### src/ubrc_pkg.sv
// Shared types, codes and the CRC-CCITT byte update for the upload block receive checker.
package ubrc_pkg;

  localparam int BYTE_W = 8;
  localparam int CRC_W  = 16;
  localparam int POS_W  = 11;
  localparam int KIND_W = 2;
  localparam int VERD_W = 2;

  localparam int MAX_DATA_BYTES_DEF = 1024;

  localparam logic [BYTE_W-1:0] START_BLOCK_RESET = 8'd1;
  localparam logic [CRC_W-1:0]  CRC_POLY          = 16'h1021;
  localparam logic [POS_W-1:0]  POS_LIMIT         = 11'd2047;
  localparam logic [POS_W-1:0]  POS_NUMBER        = 11'd1;
  localparam logic [POS_W-1:0]  POS_COMPLEMENT    = 11'd2;
  localparam logic [POS_W-1:0]  POS_FIRST_DATA    = 11'd4;
  localparam logic [POS_W-1:0]  POS_FIRST_CRC_IN  = 11'd5;
  localparam logic [BYTE_W:0]   COMPLEMENT_SUM    = 9'h0FF;

  // result kinds
  localparam logic [KIND_W-1:0] KIND_NONE    = 2'd0;
  localparam logic [KIND_W-1:0] KIND_PAYLOAD = 2'd1;
  localparam logic [KIND_W-1:0] KIND_VERDICT = 2'd2;

  // block verdicts
  localparam logic [VERD_W-1:0] VERD_ACCEPT    = 2'd0;
  localparam logic [VERD_W-1:0] VERD_DUPLICATE = 2'd1;
  localparam logic [VERD_W-1:0] VERD_REJECT    = 2'd2;

  typedef struct packed {
    logic [BYTE_W-1:0] rx_byte;
    logic              last_byte;
  } item_t;

  // CRC-CCITT, MSB first, one byte unrolled over eight bit steps
  function automatic logic [CRC_W-1:0] crc_update(input logic [CRC_W-1:0] crc,
                                                  input logic [BYTE_W-1:0] b);
    logic [CRC_W-1:0] c;
    c = crc ^ {b, 8'h00};
    for (int i = 0; i < BYTE_W; i++) begin
      if (c[CRC_W-1]) begin
        c = {c[CRC_W-2:0], 1'b0} ^ CRC_POLY;
      end else begin
        c = {c[CRC_W-2:0], 1'b0};
      end
    end
    return c;
  endfunction

endpackage

### src/upload_block_receive_checker_core.sv
// Top level of the upload block receive checker.
// Checks one upload block frame fed a byte per word: header, block number, its complement,
// payload, then the CRC-CCITT (init 0, MSB first) low byte first, with last_byte on the
// final byte. Every accepted word gives exactly one result word: nothing, a payload byte
// (emitted one byte late so the CRC bytes are never passed on), or the block verdict with
// the frame's block number and payload length. The block takes one byte per clock cycle
// while the result is not stalled, and each result is registered: the byte sits in the
// input register while the CRC and verdict logic feeds the result register; the CRC byte
// update is fully unrolled in combinational logic. A stalled result holds both registers,
// so the input stalls once both are full. Writing start_block reloads the
// expected block number (reset value 1); an accepted block advances it, wrapping at 255.
module upload_block_receive_checker_core #(
  parameter int MAX_DATA_BYTES = ubrc_pkg::MAX_DATA_BYTES_DEF
) (
  input  logic                        clk,
  input  logic                        rst,
  input  logic                        in_valid,
  output logic                        in_stall,
  input  logic [ubrc_pkg::BYTE_W-1:0] rx_byte,
  input  logic                        last_byte,
  output logic                        out_valid,
  input  logic                        out_stall,
  output logic [ubrc_pkg::KIND_W-1:0] out_kind,
  output logic [ubrc_pkg::BYTE_W-1:0] payload_byte,
  output logic [ubrc_pkg::VERD_W-1:0] verdict,
  output logic [ubrc_pkg::BYTE_W-1:0] block_number,
  output logic [ubrc_pkg::POS_W-1:0]  data_length,
  input  logic                        start_block_we,
  input  logic [ubrc_pkg::BYTE_W-1:0] start_block
);
  import ubrc_pkg::*;

  item_t in_item;
  item_t s1_item;
  logic  s1_valid;
  logic  advance;

  assign in_item.rx_byte   = rx_byte;
  assign in_item.last_byte = last_byte;

  ubrc_in_stage u_in_stage (
    .clk      (clk),
    .rst      (rst),
    .in_valid (in_valid),
    .in_stall (in_stall),
    .in_item  (in_item),
    .advance  (advance),
    .s1_valid (s1_valid),
    .s1_item  (s1_item)
  );

  ubrc_frame_core #(
    .MAX_DATA_BYTES (MAX_DATA_BYTES)
  ) u_frame_core (
    .clk            (clk),
    .rst            (rst),
    .s1_valid       (s1_valid),
    .s1_item        (s1_item),
    .advance        (advance),
    .start_block_we (start_block_we),
    .start_block    (start_block),
    .out_valid      (out_valid),
    .out_stall      (out_stall),
    .out_kind       (out_kind),
    .payload_byte   (payload_byte),
    .verdict        (verdict),
    .block_number   (block_number),
    .data_length    (data_length)
  );

`ifndef NO_ASSERTIONS
  a_new_result_has_source: assert property (@(posedge clk) disable iff (rst)
    $rose(out_valid) |-> $past(in_valid && !in_stall, 2))
    else $error("result appeared without an accepted byte two cycles earlier");

  a_payload_only_when_payload: assert property (@(posedge clk) disable iff (rst)
    (out_valid && out_kind != KIND_PAYLOAD) |-> (payload_byte == '0))
    else $error("payload byte nonzero on a non-payload result");

  a_verdict_fields_clear: assert property (@(posedge clk) disable iff (rst)
    (out_valid && out_kind != KIND_VERDICT)
      |-> (verdict == VERD_ACCEPT && block_number == '0 && data_length == '0))
    else $error("verdict fields nonzero on a non-verdict result");

  a_accept_within_size: assert property (@(posedge clk) disable iff (rst)
    (out_valid && out_kind == KIND_VERDICT && verdict == VERD_ACCEPT)
      |-> (32'(data_length) <= 32'(MAX_DATA_BYTES)))
    else $error("oversize block accepted");
`endif

endmodule

### src/ubrc_in_stage.sv
// Input register of the checker: captures one word per cycle while not stalled and drives the input stall.
module ubrc_in_stage (
  input  logic           clk,
  input  logic           rst,
  input  logic           in_valid,
  output logic           in_stall,
  input  ubrc_pkg::item_t in_item,
  input  logic           advance,
  output logic           s1_valid,
  output ubrc_pkg::item_t s1_item
);
  import ubrc_pkg::*;

  // hold only while the stored word cannot move on
  assign in_stall = s1_valid && !advance;

  always_ff @(posedge clk) begin
    if (rst) begin
      s1_valid <= 1'b0;
    end else if (!in_stall) begin
      s1_valid <= in_valid;
    end
  end

  always_ff @(posedge clk) begin
    if (!in_stall && in_valid) begin
      s1_item <= in_item;
    end
  end

endmodule

### src/ubrc_frame_core.sv
// Frame state, CRC and verdict logic with the result register of the checker.
module ubrc_frame_core #(
  parameter int MAX_DATA_BYTES = ubrc_pkg::MAX_DATA_BYTES_DEF
) (
  input  logic                        clk,
  input  logic                        rst,
  input  logic                        s1_valid,
  input  ubrc_pkg::item_t             s1_item,
  output logic                        advance,
  input  logic                        start_block_we,
  input  logic [ubrc_pkg::BYTE_W-1:0] start_block,
  output logic                        out_valid,
  input  logic                        out_stall,
  output logic [ubrc_pkg::KIND_W-1:0] out_kind,
  output logic [ubrc_pkg::BYTE_W-1:0] payload_byte,
  output logic [ubrc_pkg::VERD_W-1:0] verdict,
  output logic [ubrc_pkg::BYTE_W-1:0] block_number,
  output logic [ubrc_pkg::POS_W-1:0]  data_length
);
  import ubrc_pkg::*;

  localparam int MAX_W = $clog2(MAX_DATA_BYTES + 1);
  localparam int CMP_W = (MAX_W > POS_W) ? MAX_W : POS_W;
  localparam logic [CMP_W-1:0] MAX_LEN = CMP_W'(MAX_DATA_BYTES);

  logic [BYTE_W-1:0] expected_block, expected_block_next;
  logic [CRC_W-1:0]  crc_accum, crc_accum_next;
  logic [POS_W-1:0]  byte_position, byte_position_next;
  logic [BYTE_W-1:0] hold_older, hold_older_next;
  logic [BYTE_W-1:0] hold_newer, hold_newer_next;
  logic [BYTE_W-1:0] number_byte, number_byte_next;
  logic [BYTE_W-1:0] complement_byte, complement_byte_next;
  logic              oversize_flag, oversize_flag_next;

  logic [KIND_W-1:0] kind_next;
  logic [BYTE_W-1:0] payload_next;
  logic [VERD_W-1:0] verdict_next;
  logic [BYTE_W-1:0] number_out_next;
  logic [POS_W-1:0]  length_next;

  logic [CRC_W-1:0]  crc_cur;
  logic [POS_W-1:0]  data_idx;
  logic [POS_W-1:0]  pos_inc;
  logic              past_header;
  logic              over;
  logic              complement_bad;
  logic              is_duplicate;

  assign advance = s1_valid && (!out_valid || !out_stall);

  always_comb begin
    past_header = (byte_position >= POS_FIRST_DATA);
    data_idx    = past_header ? (byte_position - POS_FIRST_DATA) : '0;
    crc_cur     = (byte_position >= POS_FIRST_CRC_IN) ? crc_update(crc_accum, hold_older)
                                                       : crc_accum;

    expected_block_next  = expected_block;
    crc_accum_next       = crc_cur;
    byte_position_next   = byte_position;
    hold_older_next      = hold_newer;
    hold_newer_next      = s1_item.rx_byte;
    number_byte_next     = (byte_position == POS_NUMBER) ? s1_item.rx_byte : number_byte;
    complement_byte_next = (byte_position == POS_COMPLEMENT) ? s1_item.rx_byte
                                                             : complement_byte;
    oversize_flag_next   = oversize_flag;

    kind_next       = KIND_NONE;
    payload_next    = '0;
    verdict_next    = VERD_ACCEPT;
    number_out_next = '0;
    length_next     = '0;

    over = oversize_flag || (CMP_W'(data_idx) > MAX_LEN);
    complement_bad = (({1'b0, number_byte_next} + {1'b0, complement_byte_next})
                      != COMPLEMENT_SUM);
    is_duplicate = (expected_block != '0) && (number_byte_next == expected_block - 8'd1);
    pos_inc = (byte_position < POS_LIMIT) ? byte_position + 11'd1 : byte_position;

    if (s1_item.last_byte) begin
      if (!past_header || complement_bad) begin
        verdict_next = VERD_REJECT;
      end else if (number_byte_next != expected_block) begin
        verdict_next = is_duplicate ? VERD_DUPLICATE : VERD_REJECT;
      end else if (over) begin
        verdict_next = VERD_REJECT;
      end else if ({s1_item.rx_byte, hold_newer} != crc_cur) begin
        verdict_next = VERD_REJECT;
      end else begin
        verdict_next        = VERD_ACCEPT;
        expected_block_next = expected_block + 8'd1;
      end
      kind_next       = KIND_VERDICT;
      number_out_next = number_byte_next;
      length_next     = data_idx;
      // drop the frame state for the next block
      crc_accum_next       = '0;
      byte_position_next   = '0;
      hold_older_next      = '0;
      hold_newer_next      = '0;
      number_byte_next     = '0;
      complement_byte_next = '0;
      oversize_flag_next   = 1'b0;
    end else begin
      if (past_header) begin
        if (CMP_W'(data_idx) < MAX_LEN) begin
          kind_next    = KIND_PAYLOAD;
          payload_next = hold_newer;
        end else begin
          oversize_flag_next = 1'b1;
        end
      end
      byte_position_next = pos_inc;
      if (pos_inc >= POS_LIMIT) begin
        oversize_flag_next = 1'b1;
      end
    end
  end

  always_ff @(posedge clk) begin
    if (rst) begin
      expected_block  <= START_BLOCK_RESET;
      crc_accum       <= '0;
      byte_position   <= '0;
      hold_older      <= '0;
      hold_newer      <= '0;
      number_byte     <= '0;
      complement_byte <= '0;
      oversize_flag   <= 1'b0;
    end else begin
      if (advance) begin
        expected_block  <= expected_block_next;
        crc_accum       <= crc_accum_next;
        byte_position   <= byte_position_next;
        hold_older      <= hold_older_next;
        hold_newer      <= hold_newer_next;
        number_byte     <= number_byte_next;
        complement_byte <= complement_byte_next;
        oversize_flag   <= oversize_flag_next;
      end
      if (start_block_we) begin
        expected_block <= start_block;
      end
    end
  end

  always_ff @(posedge clk) begin
    if (rst) begin
      out_valid <= 1'b0;
    end else if (advance) begin
      out_valid <= 1'b1;
    end else if (!out_stall) begin
      out_valid <= 1'b0;
    end
  end

  always_ff @(posedge clk) begin
    if (advance) begin
      out_kind     <= kind_next;
      payload_byte <= payload_next;
      verdict      <= verdict_next;
      block_number <= number_out_next;
      data_length  <= length_next;
    end
  end

endmodule

### config.mk
export PLATFORM = sky130hd
export DESIGN_NAME = upload_block_receive_checker_core
export DESIGN_NICKNAME = d
export VERILOG_FILES = /design/src/ubrc_pkg.sv /design/src/upload_block_receive_checker_core.sv /design/src/ubrc_in_stage.sv /design/src/ubrc_frame_core.sv
export SDC_FILE = /design/constraint.sdc
export NUM_CORES = 1
export LEC_CHECK = 0
export ABC_CLOCK_PERIOD_IN_PS = 13100
export BUFFER_PORTS_ARGS = -buffer_cell sky130_fd_sc_hd__buf_2
export CAP_MARGIN = 20
export CELL_PAD_IN_SITES_DETAIL_PLACEMENT = 0
export CELL_PAD_IN_SITES_GLOBAL_PLACEMENT = 2
export CORE_ASPECT_RATIO = 0.75
export CORE_MARGIN = 4
export CORE_UTILIZATION = 41
export CTS_BUF_LIST = sky130_fd_sc_hd__clkbuf_8 sky130_fd_sc_hd__clkbuf_16
export DETAILED_ROUTE_END_ITERATION = 7
export GPL_ROUTABILITY_DRIVEN = 0
export PLACE_DENSITY = 0.95
export SLEW_MARGIN = 20
export SYNTH_ARGS = -nofsm -noshare
export SYNTH_HDL_FRONTEND = slang
export SYNTH_HIERARCHICAL = 1
export SYNTH_SLANG_ARGS = --single-unit
export TNS_END_PERCENT = 10
### constraint.sdc
create_clock -name clk -period 13.1 [get_ports clk]
set_clock_uncertainty 0.15 [all_clocks]
set_input_delay 0 -clock clk [delete_from_list [all_inputs] [get_ports clk]]
set_output_delay 0 -clock clk [all_outputs]
set_load 0.01 [all_outputs]
==> flow_summary_export.csv, run 1 <==
group,metric,value,unit
status,status,"complete, no violations",
routing,ant_nets,0,
logic_synthesis,synth_area,6450,µm²
final_layout,synthToLayoutAreaGrowth,13.5,%
global_route,gr_met3_demand_resource,0.0519,
timing,finalHoldViolCount,0,
clocking,tritoncts_num_sinks,110,
critical_path,critPathCaptureType,"register",
clocking,h-tree-depth,3,
clocking,postCtsSetupBuffers,0,
global_route,globalRouteMet1Util,0.295,
global_route,overflow,0,
global_route,grt.busiest_layer,"met2",
critical_path,crit_path_max_fanout,13,
routing,drt-initial-drc-count,451,
final_layout,post-route-util,0.478,
global_route,grt_start_max_net_pins,80,
global_route,antenna_violations_before_repair,0,
power_and_ir_drop,power-per-cell-area,99.6,nW/µm²
power_and_ir_drop,irDropWorstVdd,0.0686,mV
global_route,grt_use_total,0.203,
power_and_ir_drop,swShare,0.272,
global_route,grt_pass1_vias,5422,
timing,slew_headroom,0.332,
floorplanning,placeableCoreArea,15300,µm²
power_and_ir_drop,cell_internal_pwr,531,µW
place,numPlacedInstances,931,
clocking,clkSlewWorstSetupHoldPaths,0.08,ns
logic_synthesis,ys.flop_type,"dfxtp_1",
routing,dr_pass1_iterations,7,
floorplanning,placement_rows,39,
timing,fin_crit,5.52,ns
floorplanning,dieHeight,117,µm
timing,rsz_0062_raised_after_global_routing,"no",
power_and_ir_drop,net-switching-power,198,µW
floorplanning,io_pins,55,
floorplanning,design.die.area,17800,µm²
logic_synthesis,synth_sequential_area_ratio,0.403,
routing,wl_per_cell,18.4,µm
floorplanning,chipWidth,153,µm
clocking,cts_made_buffers,9,
global_route,use_met2,0.306,
routing,route.detailed.vias_per_inst,5.81,
clocking,tritoncts,"done",
logic_synthesis,async_reset_ff_frac,0,
logic_synthesis,yosys.cell_types.count,73,
final_layout,n_antenna_cell,0,
logic_synthesis,yosys.area.top_type_share,0.217,
power_and_ir_drop,report.power.total,729,µW
logic_synthesis,synthesis.nets,756,
final_layout,post_route_cells_drive_above_1_share,0.126,
clocking,insertion_delay_to_the_later_sink_of_the_worst_skew_pair,0.36,ns
timing,final-setup-viol-count,0,
logic_synthesis,postSynthAreaPerCell,9.02,µm²
final_layout,stdcell_count,968,
place,detailedPlacementHpwl,12400,µm
floorplanning,initial_core_utilization,0.421,
clocking,clockRootBuffer,"clkbuf_16",
logic_synthesis,netlist.top_cell.by_area,"dfxtp_1",
logic_synthesis,synthesis.instances,715,
place,buffer_ports.inserted,54,
global_route,grt_first_pass_wirelength,29000,µm
routing,drcViolationCount,0,
timing,totalNegativeSetupSlack,0,ns
power_and_ir_drop,clkPwrFrac,0.371,
clocking,max-clock-path-buffers,2,
timing,min_period_over_period,0.422,
timing,max_slew.worst_pin.slew,1.00,ns
routing,route.vias.total,5624,
logic_synthesis,synth.area.top_cells,"dfxtp_1 22%, edfxtp_1 19%, nor2_1 5.8%, xnor2_1 5.2%, a22oi_1 3.5%",
job,maxCapViolations,0,
critical_path,critPathLaunchType,"register",
routing,routed_wirelength,17900,µm
critical_path,timing.critical_path.required,13.25,ns
min_path,timing.hold.worst.class,"input port to register",
power_and_ir_drop,power_frac_comb,0.113,
timing,timing.fmax,0.181,GHz
timing,drv_slew,0,
critical_path,critPathKind,"register to register",
logic_synthesis,synth.yosys.warnings,6,
clocking,cts_resized,0,
power_and_ir_drop,sequentialPowerShare,0.516,
critical_path,arrival_worst_endpoint,5.68,ns
final_layout,final_net_count,799,
logic_synthesis,synth_edf_count,40,
power_and_ir_drop,power.leakage,2.92,nW
logic_synthesis,synth.ff_latch_count,110,
-- flip-flops by register name, indices dropped and copies added, names as in the netlist, 9 cells and up --
name                        flops
u_frame_core/crc_accum         16
u_frame_core/byte_position     11
u_frame_core/data_length       11
u_in_stage/s1_item              9
-- synth_stat cells (3+ instances only) --
cell and count:
o31ai_1 5, or3_1 6, nand2b_1 4, xnor3_1 6
buf_2 3, a211oi_1 11, and3_1 17, nand2_1 39
inv_1 28, nand3b_1 4, xor2_1 21, mux2i_1 5
nor2_1 99, nand4_1 14, ha_1 18, xnor2_1 38
a221oi_1 3, clkbuf_1 41, dfxtp_1 70, nor3_1 22
a21oi_1 43, mux2_2 7, a22oi_1 30, a31oi_1 7
nor4_1 7, o21ai_0 24, and4_1 3, nor3b_1 6
and2_1 15, or4_1 9, a41oi_1 3, edfxtp_1 40
nor2b_1 3, nand3_1 15
-- what timing repair did --
| item | CTS | global route |
|---|---|---|
| endpoints found under the hold margin | 19 | 0 |
| hold buffers | 21 | 0 |
| endpoints found under the setup margin | 0 | 0 |
-- layout make-up --
cell class,instances,area (µm²)
clock buffers,9,225
clock inverters,7,62.6
fillers,1486,8000
inverters,28,105
multi-input cells,530,3560
flip-flops and latches,110,2600
well taps,205,256
repair buffers,79,510
-- power groups by stage --
| stage | registers (mW) | clock network, mW | logic, mW |
|---|---|---|---|
| finish | 0.377 | 0.271 | 0.0822 |
| global route | 0.378 | 0.291 | 0.0900 |
| CTS | 0.376 | 0.280 | 0.0816 |
| detailed placement | 0.384 | 0 | 0.0764 |
| global placement | 0.384 | 0 | 0.0753 |
| floorplan | 0.380 | 0 | 0.0532 |
-- layout by cell type, fill, tap and decap left out, types with 11 or more instances in the layout --
cell,instances
nand2_1,39
nand4_1,14
edfxtp_1,40
nand3_1,15
nor2_1,98
a211oi_1,11
ha_1,18
buf_2,54
dfxtp_1,70
and3_1,17
xnor2_1,38
and2_1,15
inv_1,27
nor3_1,21
a21oi_1,43
xor2_1,21
o21ai_0,24
a22oi_1,30
dlygate4sd3_1,21
-- per-layer routing --
layer  vias to the layer above  wire length (µm)
met3                        23              1340
li1                       2676                 -
met2                       210              7410
met5                         -                 0
met1                      2715              8860
met4                         0               239
-- metrics by stage --
step                worst slack [ns]  cell area (µm²)  hold slack [ns]
floorplan                       8.98             6450          -0.0511
global placement                8.28             6820           0.0293
detailed placement              8.11             6830           0.0292
CTS                             7.65             7320           0.0172
global route                    7.13             7320           0.0556
finish                          7.58             7320           0.0215
-- critical path, stage by stage, from the launching register on --
cell and delay [ns]:
dfxtp_1 0.45, nor4_4 0.76, nand4_1 0.59, o21ai_0 0.43, ha_1 0.24, inv_1 0.06
fa_1 0.43, nor3_1 0.20, nand4_1 0.11, nor4_1 0.32, and4_1 0.29, nand3_1 0.20
or3_1 0.44, a211oi_1 0.23, dlygate4sd3_1 0.58
-- logic make-up after synthesis --
kind of cell	synth area share
simple gates	0.224
compound gates	0.158
flops	0.403
buf+inv	0.0465
xor+xnor	0.110
fa+ha+maj	0.0380
mux	0.0200
-- worst paths after layout --
path | startpoint | endpoint | slack, ns | depth (start not counted)
worst max-delay path | u_frame_core/byte_position[4]$_SDFFE_PP0P_ | u_frame_core/expected_block[1]$_SDFFE_PP0P_ | 7.58 | 14
worst min register to register | u_frame_core/hold_older[2]$_SDFFE_PP0P_ | u_frame_core/hold_older[2]$_SDFFE_PP0P_ | 0.37 | 2
worst max register to register | u_frame_core/byte_position[4]$_SDFFE_PP0P_ | u_frame_core/expected_block[1]$_SDFFE_PP0P_ | 7.58 | 14
worst min-delay path | start_block_we | u_frame_core/expected_block[7]$_SDFFE_PP0P_ | 0.02 | 3
(Power assumes the default switching activity.)
==> inputs of run 2 (changes only) <==
--- a/config.mk
+++ b/config.mk
@@ -5,18 +5,18 @@
 export SDC_FILE = /design/constraint.sdc
 export NUM_CORES = 1
 export LEC_CHECK = 0
-export ABC_CLOCK_PERIOD_IN_PS = 13100
+export ABC_CLOCK_PERIOD_IN_PS = 5000
 export BUFFER_PORTS_ARGS = -buffer_cell sky130_fd_sc_hd__buf_2
 export CAP_MARGIN = 20
 export CELL_PAD_IN_SITES_DETAIL_PLACEMENT = 0
 export CELL_PAD_IN_SITES_GLOBAL_PLACEMENT = 2
 export CORE_ASPECT_RATIO = 0.75
 export CORE_MARGIN = 4
-export CORE_UTILIZATION = 41
+export CORE_UTILIZATION = 34
 export CTS_BUF_LIST = sky130_fd_sc_hd__clkbuf_8 sky130_fd_sc_hd__clkbuf_16
 export DETAILED_ROUTE_END_ITERATION = 7
 export GPL_ROUTABILITY_DRIVEN = 0
-export PLACE_DENSITY = 0.95
+export PLACE_DENSITY = 0.87
 export SLEW_MARGIN = 20
 export SYNTH_ARGS = -nofsm -noshare
 export SYNTH_HDL_FRONTEND = slang
==> constraint.sdc (replaced) <==
create_clock -name clk -period 5 [get_ports clk]
set_clock_uncertainty 0.15 [all_clocks]
set_input_delay 0 -clock clk [delete_from_list [all_inputs] [get_ports clk]]
set_output_delay 0 -clock clk [all_outputs]
set_load 0.01 [all_outputs]
==> run 2 against run 1 <==
Against the previous run:
- final area rose by 2.8%
- critical path depth fell by 5
- hold slack got worse by 0.0069 ns
- first-iteration DRC count rose by 17%
- largest cell class unchanged
- critical endpoint is now u_frame_core/expected_block[5]$_SDFFE_PP0P_
- total power rose to 2.7 times the previous value
- die area rose by 19%
- combinational power rose to 2.7 times the previous value
- largest power group unchanged
- flip-flop and latch count did not move
- sequential share of layout area fell by 0.91 points
- critical path type unchanged
- highest routed layer unchanged
- global-route usage fell by 3.1 points
- count of clock-buffer cells in the layout did not move
==> flow_summary_export.csv, run 2 (synthesis gave the netlist of run 1 again) <==
group,metric,value,unit
global_route,globalRouteMet1Util,0.263,
routing,route.vias.total,5610,
final_layout,reg.largest.list,"u_frame_core/crc_accum x16, u_frame_core/byte_position x11, u_frame_core/data_length x11",
global_route,grt_first_pass_wirelength,29500,µm
floorplanning,chipWidth,167,µm
floorplanning,dieHeight,127,µm
final_layout,final_net_count,813,
power_and_ir_drop,irDropWorstVdd,0.167,mV
timing,fin_crit,4.70,ns
clocking,tritoncts,"done",
routing,route.detailed.vias_per_inst,5.48,
min_path,min-delay-start,"rst",
critical_path,arrival_worst_endpoint,4.85,ns
global_route,grt.busiest_layer,"met1",
critical_path,critPathLaunchType,"register",
final_layout,n_antenna_cell,0,
timing,totalNegativeSetupSlack,0,ns
power_and_ir_drop,power-per-cell-area,259,nW/µm²
final_layout,fillers,1859,
timing,slew_headroom,0.382,
global_route,overflow,0,
power_and_ir_drop,report.power.total,1.95,mW
min_path,hold-path-cell-count,4,
clocking,cts_made_buffers,9,
place,place_worst_setup_slack,0.702,ns
floorplanning,design.die.area,21300,µm²
floorplanning,placement_rows,43,
clocking,tritoncts_num_sinks,110,
critical_path,timing.critical_path.required,5.15,ns
clocking,max-clock-path-buffers,2,
clocking,h-tree-depth,3,
place,buffer_ports.inserted,54,
critical_path,crit_path_max_fanout,15,
routing,wl_per_cell,18.1,µm
final_layout,post-route-util,0.405,
global_route,grt_pass1_vias,5379,
final_layout,layout_common_cells,"99 x nor2_1, 67 x dfxtp_1, 54 x buf_2",
critical_path,timing.rr.start,"u_frame_core/byte_position[4]$_SDFFE_PP0P_",
place,detailedPlacementHpwl,13200,µm
timing,timing.final.ws_setup,0.305,ns
floorplanning,placeableCoreArea,18600,µm²
job,maxCapViolations,0,
timing,worst_case_hold_slack,0.0146,ns
critical_path,critPathCaptureType,"register",
timing,drv_slew,0,
final_layout,layout_commonest_cell,"nor2_1",
routing,drt-initial-drc-count,528,
timing,min_period_over_period,0.939,
timing,rsz_0062_raised_after_global_routing,"no",
floorplanning,initial_core_utilization,0.348,
global_route,use_met2,0.251,
timing,final-setup-viol-count,0,
routing,dr_pass1_iterations,5,
critical_path,critPathKind,"register to register",
global_route,grt_use_total,0.172,
final_layout,max_reg_flops,16,
status,status,"complete, no violations",
clocking,insertion_delay_to_the_later_sink_of_the_worst_skew_pair,0.37,ns
critical_path,r2r_cells,9,
floorplanning,io_pins,55,
clocking,clockRootBuffer,"clkbuf_16",
final_layout,synthToLayoutAreaGrowth,16.6,%
power_and_ir_drop,power.leakage,3.00,nW
clocking,clkSlewWorstSetupHoldPaths,0.08,ns
routing,ant_nets,0,
final_layout,registers.top_by_ff_count,"u_frame_core/crc_accum",
final_layout,post_route_cells_drive_above_1_share,0.140,
global_route,gr_met3_demand_resource,0.0340,
routing,drcViolationCount,0,
timing,timing.fmax,0.213,GHz
critical_path,beginning_of_the_critical_path,"u_frame_core/byte_position[4]$_SDFFE_PP0P_",
routing,routed_wirelength,18500,µm
min_path,timing.hold.worst.class,"input port to register",
global_route,grt_start_max_net_pins,64,
global_route,antenna_violations_before_repair,0,
timing,finalHoldViolCount,0,
timing,max_slew.worst_pin.slew,0.922,ns
run 2: cell count changes in the layout (fill, tap and decap cells not counted), sizes merged:
cell / change
buf: +8
dlygate4sd3: +6
run 2: critical path, stage by stage (launching register included):
cell and delay, ns:
dfxtp_1 0.46, or4_4 0.63, nor3_2 0.65, a31oi_1 0.26
o21ai_0 0.13, nand4_1 0.13, or4_1 0.80, or4_1 0.60
a311oi_1 0.26, dlygate4sd3_1 0.57
run 2: final cells by class:
| type | count | area [µm²] | area share |
|---|---|---|---|
| multi-input cells | 530 | 3580 | 0.475 |
| flip-flops and latches | 110 | 2610 | 0.346 |
| repair buffers | 93 | 631 | 0.0838 |
| well taps | 247 | 309 | 0.0411 |
| clock buffers | 9 | 225 | 0.0299 |
| inverters | 28 | 105 | 0.0140 |
| clock inverters | 7 | 72.6 | 0.00964 |
run 2: what timing repair did:
item | CTS | global route
hold endpoints to repair | 19 | 0
gates resized for setup | 0 | 8
hold buffers | 27 | 0
setup endpoints to repair | 0 | 5
buffers inserted | 0 | 2
run 2: stage by stage:
step                area (µm²)  instances
detailed placement        6920        979
global route              7530       1024
global placement          6920        979
CTS                       7480       1022
floorplan                 6450        715
finish                    7530       1024
run 2: per-layer routing:
metal,vias to the layer above,wire (µm)
li1,2691,-
met4,0,257
met3,28,1200
met5,-,0
met2,190,7600
met1,2701,9470
run 2: path summary, 6_finish.rpt:
path,endpoint,slack (ns)
setup / recovery,u_frame_core/expected_block[5]$_SDFFE_PP0P_,0.30
hold / removal,u_frame_core/expected_block[2]$_SDFFE_PP0P_,0.01
setup reg to reg,u_frame_core/expected_block[5]$_SDFFE_PP0P_,0.30
hold reg to reg,u_frame_core/out_valid$_SDFFE_PP0P_,0.35
run 2: where the power goes:
group          total (mW)  switching, mW  internal, mW
clock network       0.736          0.379         0.357
logic               0.223          0.131        0.0921
registers           0.987         0.0331         0.954
